**config.mk**
```make
export PLATFORM = sky130hd
export DESIGN_NAME = esc_telemetry_frame_decoder_flat
export DESIGN_NICKNAME = d
export VERILOG_FILES = /design/src/design/etfd_pkg.sv /design/src/design/etfd_byte_if.sv /design/src/design/etfd_telem_if.sv /design/src/design/etfd_crc_serial.sv /design/src/design/etfd_div_serial.sv /design/src/design/esc_telemetry_frame_decoder.sv /design/src/flat_wrapper.sv
export SDC_FILE = /design/constraint.sdc
export NUM_CORES = 1
export LEC_CHECK = 0
export BUFFER_PORTS_ARGS = -buffer_cell sky130_fd_sc_hd__buf_2
export CAP_MARGIN = 30
export CORE_ASPECT_RATIO = 2
export CORE_UTILIZATION = 36
export CTS_BUF_LIST = sky130_fd_sc_hd__clkbuf_4
export CTS_CLUSTER_SIZE = 20
export DETAILED_ROUTE_END_ITERATION = 6
export GPL_TIMING_DRIVEN = 1
export PLACE_DENSITY = 0.65
export RECOVER_POWER = 50
export SETUP_SLACK_MARGIN = 0.02
export SLEW_MARGIN = 0
export SYNTH_ARGS = -nofsm -noshare
export SYNTH_HDL_FRONTEND = slang
export SYNTH_SLANG_ARGS = --single-unit
export TNS_END_PERCENT = 10
```
**constraint.sdc**
```tcl
create_clock -name clk -period 6.6 [get_ports clk]
set_input_delay 1.32 -clock clk [delete_from_list [all_inputs] [get_ports clk]]
set_output_delay 1.32 -clock clk [all_outputs]
set_load 0.01 [all_outputs]
```
**src/design/etfd_pkg.sv**
```systemverilog
// Package for the telemetry frame decoder: field widths, frame constants,
// unit status type and the scale-by-100 helper. No dependencies.
package etfd_pkg;

    localparam int FRAME_BYTES = 10;
    localparam int CRC_BYTES   = FRAME_BYTES - 1;
    localparam int BYTE_W      = 8;
    localparam int WORD_W      = 16;
    localparam int POLE_W      = 7;
    localparam int RATE_W      = 23;
    localparam int HELD_W      = 4;
    localparam int CRC_BITS    = CRC_BYTES * BYTE_W;

    localparam int APB_ADDR_W  = 3;
    localparam int APB_DATA_W  = 32;

    localparam logic [BYTE_W-1:0] CRC_POLY         = 8'h07;
    localparam logic [POLE_W-1:0] POLE_COUNT_RESET = 7'd14;

    // Register index codes (paddr[2])
    localparam logic REG_POLE_COUNT = 1'b0;

    typedef struct packed {
        logic busy;
        logic done;
    } etfd_unit_status_t;

    // 100 * v as 64v + 32v + 4v
    function automatic logic [RATE_W-1:0] scale_by_100(input logic [WORD_W-1:0] v);
        logic [RATE_W-1:0] x;
        x = {{(RATE_W-WORD_W){1'b0}}, v};
        return (x << 6) + (x << 5) + (x << 2);
    endfunction

endpackage

```
**src/design/etfd_byte_if.sv**
```systemverilog
// Receive byte channel: valid/ready request carrying one telemetry byte.
// Depends on etfd_pkg.
interface etfd_byte_if
    import etfd_pkg::*;
();
    logic              valid;
    logic              ready;
    logic [BYTE_W-1:0] rx_byte;

    modport source (output valid, output rx_byte, input ready);
    modport sink   (input valid, input rx_byte, output ready);
endinterface

```
**src/design/etfd_telem_if.sv**
```systemverilog
// Decoded telemetry channel: valid/ready request carrying one frame result.
// Depends on etfd_pkg.
interface etfd_telem_if
    import etfd_pkg::*;
();
    logic              valid;
    logic              ready;
    logic [BYTE_W-1:0] temperature;
    logic [WORD_W-1:0] voltage_centi;
    logic [WORD_W-1:0] current_centi;
    logic [WORD_W-1:0] consumption;
    logic [RATE_W-1:0] erpm;
    logic [RATE_W-1:0] rpm;

    modport source (output valid, output temperature, output voltage_centi,
                    output current_centi, output consumption, output erpm,
                    output rpm, input ready);
    modport sink   (input valid, input temperature, input voltage_centi,
                    input current_centi, input consumption, input erpm,
                    input rpm, output ready);
endinterface

```
**src/design/etfd_crc_serial.sv**
```systemverilog
// Bit-serial CRC-8 (poly 0x07, init 0) over the nine oldest window bytes,
// one bit per cycle, MSB of the oldest byte first. Depends on etfd_pkg.
module etfd_crc_serial
    import etfd_pkg::*;
(
    input  logic                clk,
    input  logic                rst_n,
    input  logic                start,
    input  logic [CRC_BITS-1:0] data,
    output etfd_unit_status_t   status,
    output logic [BYTE_W-1:0]   crc
);

    localparam int CNT_W = $clog2(CRC_BITS + 1);

    logic [CRC_BITS-1:0] shift_reg, shift_next;
    logic [BYTE_W-1:0]   crc_reg, crc_next;
    logic [CNT_W-1:0]    cnt_reg, cnt_next;
    logic                done_reg, done_next;
    logic                fb;

    always_comb
    begin
        shift_next = shift_reg;
        crc_next   = crc_reg;
        cnt_next   = cnt_reg;
        done_next  = 1'b0;
        fb         = crc_reg[BYTE_W-1] ^ shift_reg[CRC_BITS-1];
        if (start)
        begin
            shift_next = data;
            crc_next   = '0;
            cnt_next   = CNT_W'(CRC_BITS);
        end
        else if (cnt_reg != '0)
        begin
            shift_next = {shift_reg[CRC_BITS-2:0], 1'b0};
            crc_next   = {crc_reg[BYTE_W-2:0], 1'b0} ^ (fb ? CRC_POLY : '0);
            cnt_next   = cnt_reg - 1'b1;
            done_next  = (cnt_reg == CNT_W'(1));
        end
    end

    always_ff @(posedge clk or negedge rst_n)
    begin
        if (!rst_n)
        begin
            cnt_reg  <= '0;
            done_reg <= 1'b0;
            crc_reg  <= '0;
        end
        else
        begin
            cnt_reg  <= cnt_next;
            done_reg <= done_next;
            crc_reg  <= crc_next;
        end
    end

    always_ff @(posedge clk)
    begin
        shift_reg <= shift_next;
    end

    assign status.busy = (cnt_reg != '0);
    assign status.done = done_reg;
    assign crc         = crc_reg;

endmodule

```
**src/design/etfd_div_serial.sv**
```systemverilog
// Restoring bit-serial divider: 16-bit raw eRPM by 7-bit pole count,
// one quotient bit per cycle; a zero divisor counts as one. Depends on etfd_pkg.
module etfd_div_serial
    import etfd_pkg::*;
(
    input  logic              clk,
    input  logic              rst_n,
    input  logic              start,
    input  logic [WORD_W-1:0] dividend,
    input  logic [POLE_W-1:0] divisor,
    output etfd_unit_status_t status,
    output logic [WORD_W-1:0] quotient
);

    localparam int CNT_W = $clog2(WORD_W + 1);

    logic [WORD_W-1:0] q_reg, q_next;
    logic [POLE_W-1:0] rem_reg, rem_next;
    logic [POLE_W-1:0] d_reg, d_next;
    logic [CNT_W-1:0]  cnt_reg, cnt_next;
    logic              done_reg, done_next;
    logic [POLE_W:0]   trial;

    always_comb
    begin
        q_next    = q_reg;
        rem_next  = rem_reg;
        d_next    = d_reg;
        cnt_next  = cnt_reg;
        done_next = 1'b0;
        trial     = {rem_reg, q_reg[WORD_W-1]};
        if (start)
        begin
            q_next   = dividend;
            rem_next = '0;
            d_next   = (divisor == '0) ? POLE_W'(1) : divisor;
            cnt_next = CNT_W'(WORD_W);
        end
        else if (cnt_reg != '0)
        begin
            if (trial >= {1'b0, d_reg})
            begin
                rem_next = POLE_W'(trial - {1'b0, d_reg});
                q_next   = {q_reg[WORD_W-2:0], 1'b1};
            end
            else
            begin
                rem_next = trial[POLE_W-1:0];
                q_next   = {q_reg[WORD_W-2:0], 1'b0};
            end
            cnt_next  = cnt_reg - 1'b1;
            done_next = (cnt_reg == CNT_W'(1));
        end
    end

    always_ff @(posedge clk or negedge rst_n)
    begin
        if (!rst_n)
        begin
            cnt_reg  <= '0;
            done_reg <= 1'b0;
        end
        else
        begin
            cnt_reg  <= cnt_next;
            done_reg <= done_next;
        end
    end

    always_ff @(posedge clk)
    begin
        q_reg   <= q_next;
        rem_reg <= rem_next;
        d_reg   <= d_next;
    end

    assign status.busy = (cnt_reg != '0);
    assign status.done = done_reg;
    assign quotient    = q_reg;

endmodule

```
**src/design/esc_telemetry_frame_decoder.sv**
```systemverilog
// Telemetry frame decoder top level: byte window, frame control, result
// register and APB register. Depends on etfd_pkg, the channel interfaces,
// etfd_crc_serial and etfd_div_serial.
//
// Bytes are taken one per request on rx. Until ten bytes have arrived since
// reset or the last good frame, rx stays ready and a byte only enters the
// window. With a full window every byte starts a bit-serial CRC over the
// nine oldest bytes, and rx is low while it runs; on a match the serial
// divider for RPM runs next and rx stays low until the result is loaded.
// A result waits in the output register while the next byte is taken; a
// further good frame holds in its last step until that result is taken.
// pole_count sits at byte address 0.
module esc_telemetry_frame_decoder
    import etfd_pkg::*;
(
    input  logic                  clk,
    input  logic                  rst_n,
    etfd_byte_if.sink             rx,
    etfd_telem_if.source          telem,
    input  logic                  psel,
    input  logic                  penable,
    input  logic                  pwrite,
    input  logic [APB_ADDR_W-1:0] paddr,
    input  logic [APB_DATA_W-1:0] pwdata,
    output logic [APB_DATA_W-1:0] prdata,
    output logic                  pready
);

    typedef enum logic [1:0] {
        ST_IDLE,
        ST_CRC,
        ST_DIV,
        ST_HOLD
    } state_t;

    localparam logic [HELD_W-1:0] HELD_FULL = HELD_W'(FRAME_BYTES);

    state_t            state_reg, state_next;
    logic [BYTE_W-1:0] window_reg [FRAME_BYTES];
    logic [BYTE_W-1:0] window_next [FRAME_BYTES];
    logic [HELD_W-1:0] held_reg, held_next, held_inc;
    logic              crc_start_reg, crc_start_next;
    logic              div_start_reg, div_start_next;
    logic              out_valid_reg, out_valid_next;
    logic              load;
    logic [POLE_W-1:0] pole_count_reg;

    logic [BYTE_W-1:0] temp_reg;
    logic [WORD_W-1:0] volt_reg;
    logic [WORD_W-1:0] curr_reg;
    logic [WORD_W-1:0] cons_reg;
    logic [RATE_W-1:0] erpm_reg;
    logic [RATE_W-1:0] rpm_reg;

    logic                rx_fire;
    logic                cfg_write;
    logic [CRC_BITS-1:0] crc_data;
    logic [BYTE_W-1:0]   crc_value;
    logic [WORD_W-1:0]   raw_erpm;
    logic [WORD_W-1:0]   quotient;
    etfd_unit_status_t   crc_stat;
    etfd_unit_status_t   div_stat;

    assign rx_fire  = rx.valid && rx.ready;
    assign rx.ready = (state_reg == ST_IDLE);
    assign raw_erpm = {window_reg[7], window_reg[8]};

    always_comb
    begin
        for (int i = 0; i < CRC_BYTES; i++)
        begin
            crc_data[CRC_BITS-1-i*BYTE_W -: BYTE_W] = window_reg[i];
        end
    end

    etfd_crc_serial u_crc (
        .clk    (clk),
        .rst_n  (rst_n),
        .start  (crc_start_reg),
        .data   (crc_data),
        .status (crc_stat),
        .crc    (crc_value)
    );

    etfd_div_serial u_div (
        .clk      (clk),
        .rst_n    (rst_n),
        .start    (div_start_reg),
        .dividend (raw_erpm),
        .divisor  (pole_count_reg),
        .status   (div_stat),
        .quotient (quotient)
    );

    always_comb
    begin
        state_next     = state_reg;
        window_next    = window_reg;
        held_next      = held_reg;
        crc_start_next = 1'b0;
        div_start_next = 1'b0;
        load           = 1'b0;
        held_inc       = (held_reg == HELD_FULL) ? HELD_FULL : held_reg + 1'b1;
        unique case (state_reg)
            ST_IDLE:
            begin
                if (rx_fire)
                begin
                    for (int i = 0; i < FRAME_BYTES - 1; i++)
                    begin
                        window_next[i] = window_reg[i+1];
                    end
                    window_next[FRAME_BYTES-1] = rx.rx_byte;
                    held_next = held_inc;
                    if (held_inc == HELD_FULL)
                    begin
                        crc_start_next = 1'b1;
                        state_next     = ST_CRC;
                    end
                end
            end
            ST_CRC:
            begin
                if (crc_stat.done && !crc_stat.busy)
                begin
                    if (crc_value == window_reg[FRAME_BYTES-1])
                    begin
                        held_next      = '0;
                        div_start_next = 1'b1;
                        state_next     = ST_DIV;
                    end
                    else
                    begin
                        state_next = ST_IDLE;
                    end
                end
            end
            ST_DIV:
            begin
                if (div_stat.done)
                begin
                    state_next = ST_HOLD;
                end
            end
            ST_HOLD:
            begin
                if (!out_valid_reg || telem.ready)
                begin
                    load       = 1'b1;
                    state_next = ST_IDLE;
                end
            end
        endcase

        if (load)
        begin
            out_valid_next = 1'b1;
        end
        else if (out_valid_reg && telem.ready)
        begin
            out_valid_next = 1'b0;
        end
        else
        begin
            out_valid_next = out_valid_reg;
        end
    end

    always_ff @(posedge clk or negedge rst_n)
    begin
        if (!rst_n)
        begin
            state_reg     <= ST_IDLE;
            held_reg      <= '0;
            crc_start_reg <= 1'b0;
            div_start_reg <= 1'b0;
            out_valid_reg <= 1'b0;
            temp_reg      <= '0;
            volt_reg      <= '0;
            curr_reg      <= '0;
            cons_reg      <= '0;
            erpm_reg      <= '0;
            rpm_reg       <= '0;
        end
        else
        begin
            state_reg     <= state_next;
            held_reg      <= held_next;
            crc_start_reg <= crc_start_next;
            div_start_reg <= div_start_next;
            out_valid_reg <= out_valid_next;
            if (load)
            begin
                temp_reg <= window_reg[0];
                volt_reg <= {window_reg[1], window_reg[2]};
                curr_reg <= {window_reg[3], window_reg[4]};
                cons_reg <= {window_reg[5], window_reg[6]};
                erpm_reg <= scale_by_100(raw_erpm);
                rpm_reg  <= scale_by_100(quotient);
            end
        end
    end

    always_ff @(posedge clk)
    begin
        window_reg <= window_next;
    end

    assign cfg_write = psel && penable && pwrite && pready;

    always_ff @(posedge clk or negedge rst_n)
    begin
        if (!rst_n)
        begin
            pole_count_reg <= POLE_COUNT_RESET;
        end
        else if (cfg_write && (paddr[2] == REG_POLE_COUNT))
        begin
            pole_count_reg <= pwdata[POLE_W-1:0];
        end
    end

    assign pready = 1'b1;
    assign prdata = (paddr[2] == REG_POLE_COUNT)
                  ? {{(APB_DATA_W-POLE_W){1'b0}}, pole_count_reg}
                  : '0;

    assign telem.valid         = out_valid_reg;
    assign telem.temperature   = temp_reg;
    assign telem.voltage_centi = volt_reg;
    assign telem.current_centi = curr_reg;
    assign telem.consumption   = cons_reg;
    assign telem.erpm          = erpm_reg;
    assign telem.rpm           = rpm_reg;

endmodule

```
**src/flat_wrapper.sv**
```systemverilog
// flat-port wrapper written by rule: the top's interface ports become plain ports
module esc_telemetry_frame_decoder_flat import etfd_pkg::*;
  (clk, rst_n, psel, penable, pwrite, paddr, pwdata, prdata, pready, rx_valid, rx_rx_byte, rx_ready, telem_valid, telem_temperature, telem_voltage_centi, telem_current_centi, telem_consumption, telem_erpm, telem_rpm, telem_ready);
  etfd_byte_if rx_i ();
  etfd_telem_if telem_i ();
  input  logic clk;
  input  logic rst_n;
  input  logic psel;
  input  logic penable;
  input  logic pwrite;
  input  logic [APB_ADDR_W-1:0] paddr;
  input  logic [APB_DATA_W-1:0] pwdata;
  output logic [APB_DATA_W-1:0] prdata;
  output logic pready;
  input wire logic [$bits(rx_i.valid)-1:0] rx_valid;
  input wire logic [$bits(rx_i.rx_byte)-1:0] rx_rx_byte;
  output wire logic [$bits(rx_i.ready)-1:0] rx_ready;
  output wire logic [$bits(telem_i.valid)-1:0] telem_valid;
  output wire logic [$bits(telem_i.temperature)-1:0] telem_temperature;
  output wire logic [$bits(telem_i.voltage_centi)-1:0] telem_voltage_centi;
  output wire logic [$bits(telem_i.current_centi)-1:0] telem_current_centi;
  output wire logic [$bits(telem_i.consumption)-1:0] telem_consumption;
  output wire logic [$bits(telem_i.erpm)-1:0] telem_erpm;
  output wire logic [$bits(telem_i.rpm)-1:0] telem_rpm;
  input wire logic [$bits(telem_i.ready)-1:0] telem_ready;
  assign rx_i.valid = rx_valid;
  assign rx_i.rx_byte = rx_rx_byte;
  assign rx_ready = rx_i.ready;
  assign telem_valid = telem_i.valid;
  assign telem_temperature = telem_i.temperature;
  assign telem_voltage_centi = telem_i.voltage_centi;
  assign telem_current_centi = telem_i.current_centi;
  assign telem_consumption = telem_i.consumption;
  assign telem_erpm = telem_i.erpm;
  assign telem_rpm = telem_i.rpm;
  assign telem_i.ready = telem_ready;
  esc_telemetry_frame_decoder u_core (.clk(clk), .rst_n(rst_n), .rx(rx_i), .telem(telem_i), .psel(psel), .penable(penable), .pwrite(pwrite), .paddr(paddr), .pwdata(pwdata), .prdata(prdata), .pready(pready));
endmodule
```
== Word level (Yosys, flattened, before mapping) ==
Index checks and enable logic that the tools add are counted.

* Logic and storage cells: 117
* Register bits after elaboration: 322
* Input bits: 50

* Eq/ne operators: 14
* Add/subtract/negate cells: 8
* Reductions and logical operators: 20
* Magnitude comparators: 1
* Bitwise operators: 3
* Muxes and demuxes: 40

{| class="wikitable"
|+ Operators by type and width
! kind !! count
|-
| 72-bit two-way mux || 2
|-
| 22-bit by 21-bit adder with 23-bit output || 2
|-
| 23-bit by 18-bit adder with 23-bit output || 2
|-
| 16-bit two-way mux || 2
|-
| 7-bit two-way mux || 4
|-
| 4-bit two-way mux || 4
|-
| 8-bit two-way mux || 2
|-
| 1-bit two-way mux || 15
|-
| 2-bit two-way mux || 6
|-
| 5-bit two-way mux || 2
|-
| 4-bit equality test (second input constant) || 2
|-
| 8-bit equality test || 1
|-
| 8-bit by 7-bit >= comparator with 1-bit output || 1
|-
| 2-bit case mux with 4 select lines || 1
|-
| 4-bit case mux with 2 select lines || 1
|-
| 2-bit nonzero test || 4
|-
| 8-bit by 3-bit bitwise XOR with 8-bit output || 1
|-
| 7-bit by 1-bit equality test with 1-bit output (second input constant) || 1
|-
| 7-bit logical NOT || 1
|-
| 7-bit nonzero test || 1
|-
| 7-bit by 1-bit subtractor with 7-bit output (second input constant) || 1
|-
| 7-bit subtractor || 1
|-
| 1-bit logical AND || 6
|-
| 2-bit by 1-bit != test with 1-bit output (second input constant) || 3
|-
| other kinds (16) || 20
|}

== Depth between registers and ports, before layout ==
* Depth in word-level cells: 6
* Gate-level depth with buffers: 11

== By module ==
From an unflattened synthesis, not the netlist that was laid out.

* Cells, all modules: 1210
* Area total of the unflattened synthesis: 14980.6 um^2

{| class="wikitable"
|+ By module, submodules not included
! module !! cells each !! area each (um^2) !! times used !! sequential area each (um^2)
|-
| esc_telemetry_frame_decoder || 810 || 9167.5 || 1 || 5258.8
|-
| etfd_crc_serial || 231 || 3841.2 || 1 || 2562.5
|-
| etfd_div_serial || 169 || 1971.9 || 1 || 980.9
|}

== Worst setup path after synthesis ==
No wires, ideal clock.

* Kind: input to register
* From: in rx_valid
* To: reg u_core.window_reg (netlist bit u_core.crc_data[0]), enable pin
* Arrival: 6.782 ns
* Stages on the path: 2
* Buffers on the path: 0
* Setup slack: -0.798 ns
* Path through: inv_1 > nor3_1

* Cells in the longest elaborated chain, start to end: 2

{| class="wikitable"
|+ Ends and longest elaborated chain
! item !! RTL line !! RTL
|-
| from (decl) || flat_wrapper.sv:15 || <nowiki>input wire logic [$bits(rx_i.valid)-1:0] rx_valid;</nowiki>
|-
| 1-bit logical AND || esc_telemetry_frame_decoder.sv:64 || <nowiki>assign rx_fire = rx.valid && rx.ready;</nowiki>
|-
| 2-bit AND reduction (no source line) || -- ||
|-
| to (signal assigned) || esc_telemetry_frame_decoder.sv:206 || <nowiki>window_reg <= window_next;</nowiki>
|-
| to (decl) || esc_telemetry_frame_decoder.sv:39 || <nowiki>logic [BYTE_W-1:0] window_reg [FRAME_BYTES];</nowiki>
|}

Every way passes these cells.
A chain may end at the register's enable or synchronous reset.

== Final worst setup path ==
* From: reg u_core.crc_start_reg
* To: reg u_core.u_crc.shift_reg[52] (data pin)

* Cells in the longest elaborated chain, start to end: 1

{| class="wikitable"
|+ Ends and longest elaborated chain
! item !! RTL line !! RTL
|-
| from (decl) || esc_telemetry_frame_decoder.sv:42 || <nowiki>logic crc_start_reg, crc_start_next;</nowiki>
|-
| from (signal assigned) || esc_telemetry_frame_decoder.sv:189 || <nowiki>crc_start_reg <= crc_start_next;</nowiki>
|-
| 72-bit two-way mux || etfd_crc_serial.sv:29 || <nowiki>if (start)</nowiki>
|-
| net u_core.u_crc.shift_next[52] || etfd_crc_serial.sv:16 || <nowiki>logic [CRC_BITS-1:0] shift_reg, shift_next;</nowiki>
|-
| to (signal assigned) || etfd_crc_serial.sv:62 || <nowiki>shift_reg <= shift_next;</nowiki>
|-
| to (decl) || etfd_crc_serial.sv:16 ||
|}

The timed path passes the listed nets, and every way through them passes these cells.

==> flow_summary.ini <==
[timing]
post-route-period-util = 0.636
rsz0062_at_grt = no
slew-limit-headroom = -1.18
hold_viol_final = 0
setup_viol = 0
final.min_clock_period_ns = 4.20
worst_pin_slew_ns = 3.27
finalClockSkew_ns = 0.0611
worst_hold_slack_ns = 0.460
setup_tns_ns = 0
fmax_mhz = 238
slew_viol_final = 144

[setup_path]
endpoint_kind = flop
critPathLaunchType = flop
crit_path_cell_trace = clkbuf_1, mux2_2
worstPathMaxFanout = 61
required_ns = 7.05
cp.arrival_ns = 4.65
cp_slowest_cell = clkbuf_1
crit_family = buffers and inverters
crit_buf_inv = 1
critPathKind = flop to flop
max_stage_delay_ns = 2.37

[place]
portBuffers = 129
dp.cells = 1853
placed_area_sq_um = 16000
dp_hpwl_mm = 23.1
gp_congestion = 0.825

[global_routing]
grt_pass1_vias = 9935
grt_util_met1 = 0.167
busiest_layer = met2
grt-ovfl-total = 0
met3_usage = 0.0301
met2_usage = 0.300
antenna_found_initial = 1
track_usage = 0.159
grt_first_pass_wirelength_mm = 52.5
grt_max_degree = 97

[route]
avgViaCountPerCell = 4.90
drtIter0Drc = 401
ant_nets = 0
drcViolationCount = 0
routed_wl_mm = 32.9
via_count = 9765
drtPass1Iterations = 4
routedWlPerCell_um = 16.5

[logic_synthesis]
async_reset_ff_frac = 0.428
synthCells = 1232
avgSynthCellArea_sq_um = 12.1
ys.flop_type = edfxtp_1
synthDistinctLibCells = 70
synth_edf_count = 175
syn_area_sq_um = 14900
yosysSeqAreaShare = 0.591
synth_warnings = 0
ys_ff_latch = 318

[cells_and_area]
design_area_sq_um = 17000
area_growth_pct = 14.0
nNetsFinal = 1527
fin_cells = 1993
layout_common_cells = nand2_1, edfxtp_1, dfrtp_1, buf_2, clkbuf_4
drive_gt1_frac = 0.246
final_common_cell = nand2_1
nFillCells = 3925

[clock_network]
clock_sinks = 318
post_cts_resized = 0
cts_tree = done
numCtsBuffers = 74
post_cts_buffers = 0
clk_latency_ns = 0.76
clk_pin_slew_worst_paths_ns = 0.07
cts_hold_buf = 0
ctsHtreeMaxLevel = 3
clock_path_buffers = 3
root_buffer = clkbuf_4

[pwr]
leakagePower_nw = 7.13
peakVddDrop_v = 0.0000983
power_density_nw_per_um2 = 225
total_power_mw = 3.83

[run]
maxCapViolCount = 3

[floorplanning]
die_area_sq_um = 42200
start_util = 0.364
coreArea_sq_um = 40900
die_w_um = 146
ios = 187
die_y_um = 290
std_cell_rows = 105

[outcome]
outcome = finished with violations
violations = max-capacitance violations, max-slew violations

[min_path]
hold_class = flop to flop
-- where the power goes --
part | switching, mW | internal (mW) | total, mW
sequential | 0.0129 | 2.09 | 2.11
combinational | 0.0414 | 0.0254 | 0.0668
clock | 0.791 | 0.861 | 1.65
-- layer usage --
metal	wire length, um	part of all wire
met3	1310	0.040
met5	0	0
met4	1180	0.036
met1	12500	0.38
met2	18000	0.55
-- cells in the mapped netlist, types with 3 or more instances --
| library cell | n | area (sq um) |
|---|---|---|
| nand2_1 | 259 | 972 |
| edfxtp_1 | 175 | 5260 |
| dfrtp_1 | 133 | 3330 |
| mux2_2 | 90 | 1010 |
| ha_1 | 55 | 688 |
| o21ai_0 | 53 | 265 |
| nor2_1 | 44 | 165 |
| inv_1 | 42 | 158 |
| a21oi_1 | 40 | 200 |
| clkbuf_1 | 40 | 150 |
| buf_4 | 31 | 233 |
| fa_1 | 27 | 541 |
| nor3_1 | 24 | 120 |
| nand3_1 | 21 | 105 |
| xor2_1 | 17 | 149 |
| a21o_1 | 15 | 113 |
| nor2b_1 | 14 | 87.6 |
| xnor2_1 | 13 | 114 |
| nand4_1 | 8 | 50.1 |
| a311oi_1 | 7 | 61.3 |
| dfxtp_1 | 7 | 140 |
| nand2b_1 | 7 | 43.8 |
| o21a_1 | 7 | 52.6 |
| o31ai_1 | 7 | 52.6 |
| buf_1 | 5 | 18.8 |
| a21boi_0 | 4 | 30.0 |
| a22o_1 | 4 | 35.0 |
| and2_1 | 4 | 25.0 |
| and3_1 | 4 | 25.0 |
| o2111ai_1 | 4 | 35.0 |
| o211ai_1 | 4 | 30.0 |
| or3_1 | 4 | 25.0 |
| or4_1 | 4 | 30.0 |
| a211o_1 | 3 | 26.3 |
| a211oi_1 | 3 | 22.5 |
| a31oi_1 | 3 | 18.8 |
| dfstp_2 | 3 | 78.8 |
| mux2i_1 | 3 | 30.0 |
| nor3b_1 | 3 | 22.5 |
| o21bai_1 | 3 | 22.5 |
| o31a_1 | 3 | 26.3 |
-- path summary, 6_finish.rpt --
check | to | slack (ns) | depth (start not counted) | start
setup reg to reg | u_core.u_crc.shift_reg[52]$_DFFE_PP_ | 2.40 | 2 | u_core.crc_start_reg$_DFF_PN0_
setup / recovery | u_core.u_crc.shift_reg[52]$_DFFE_PP_ | 2.40 | 2 | u_core.crc_start_reg$_DFF_PN0_
max in group asynchronous | u_core.u_div.cnt_reg[3]$_DFFE_PN0P_ | 2.50 | 3 | rst_n
hold reg to reg | u_core.crc_data[33]$_DFFE_PP_ | 0.46 | 0 | u_core.crc_data[25]$_DFFE_PP_
hold / removal | u_core.crc_data[33]$_DFFE_PP_ | 0.46 | 0 | u_core.crc_data[25]$_DFFE_PP_
min in group asynchronous | u_core.telem.current_centi[2]$_DFFE_PN0P_ | 0.84 | 1 | rst_n
-- kinds of logic after synthesis --
kind of cell / synth area share
other: 0.000505
muxes: 0.0701
xor gates and xnor gates: 0.0177
adders and majority gates: 0.0825
DFF: 0.591
buffers and inverters: 0.0390
and+or+nand+nor: 0.120
AOI/OAI and AO/OA: 0.0788
-- area by class of cell --
| class | instances | area [sq um] | area share |
|---|---|---|---|
| antenna | 1 | 2.50 | 0.000147 |
| clock buffer | 118 | 886 | 0.0522 |
| clock inverter | 20 | 128 | 0.00752 |
| inverter | 42 | 158 | 0.00929 |
| multi-input combinational | 821 | 5610 | 0.331 |
| sequential | 318 | 8800 | 0.519 |
| tap | 535 | 669 | 0.0394 |
| timing repair buffer | 138 | 716 | 0.0422 |
-- metrics by stage --
| stage | setup slack, ns | utilization |
|---|---|---|
| floorplan | 1.67 | - |
| global placement | 2.93 | 0.391 |
| detailed placement | 2.90 | 0.391 |
| CTS | 3.40 | 0.416 |
| global route | 1.82 | 0.415 |
| finish | 2.40 | 0.415 |
No activity file was read; power rests on OpenSTA's default activity.
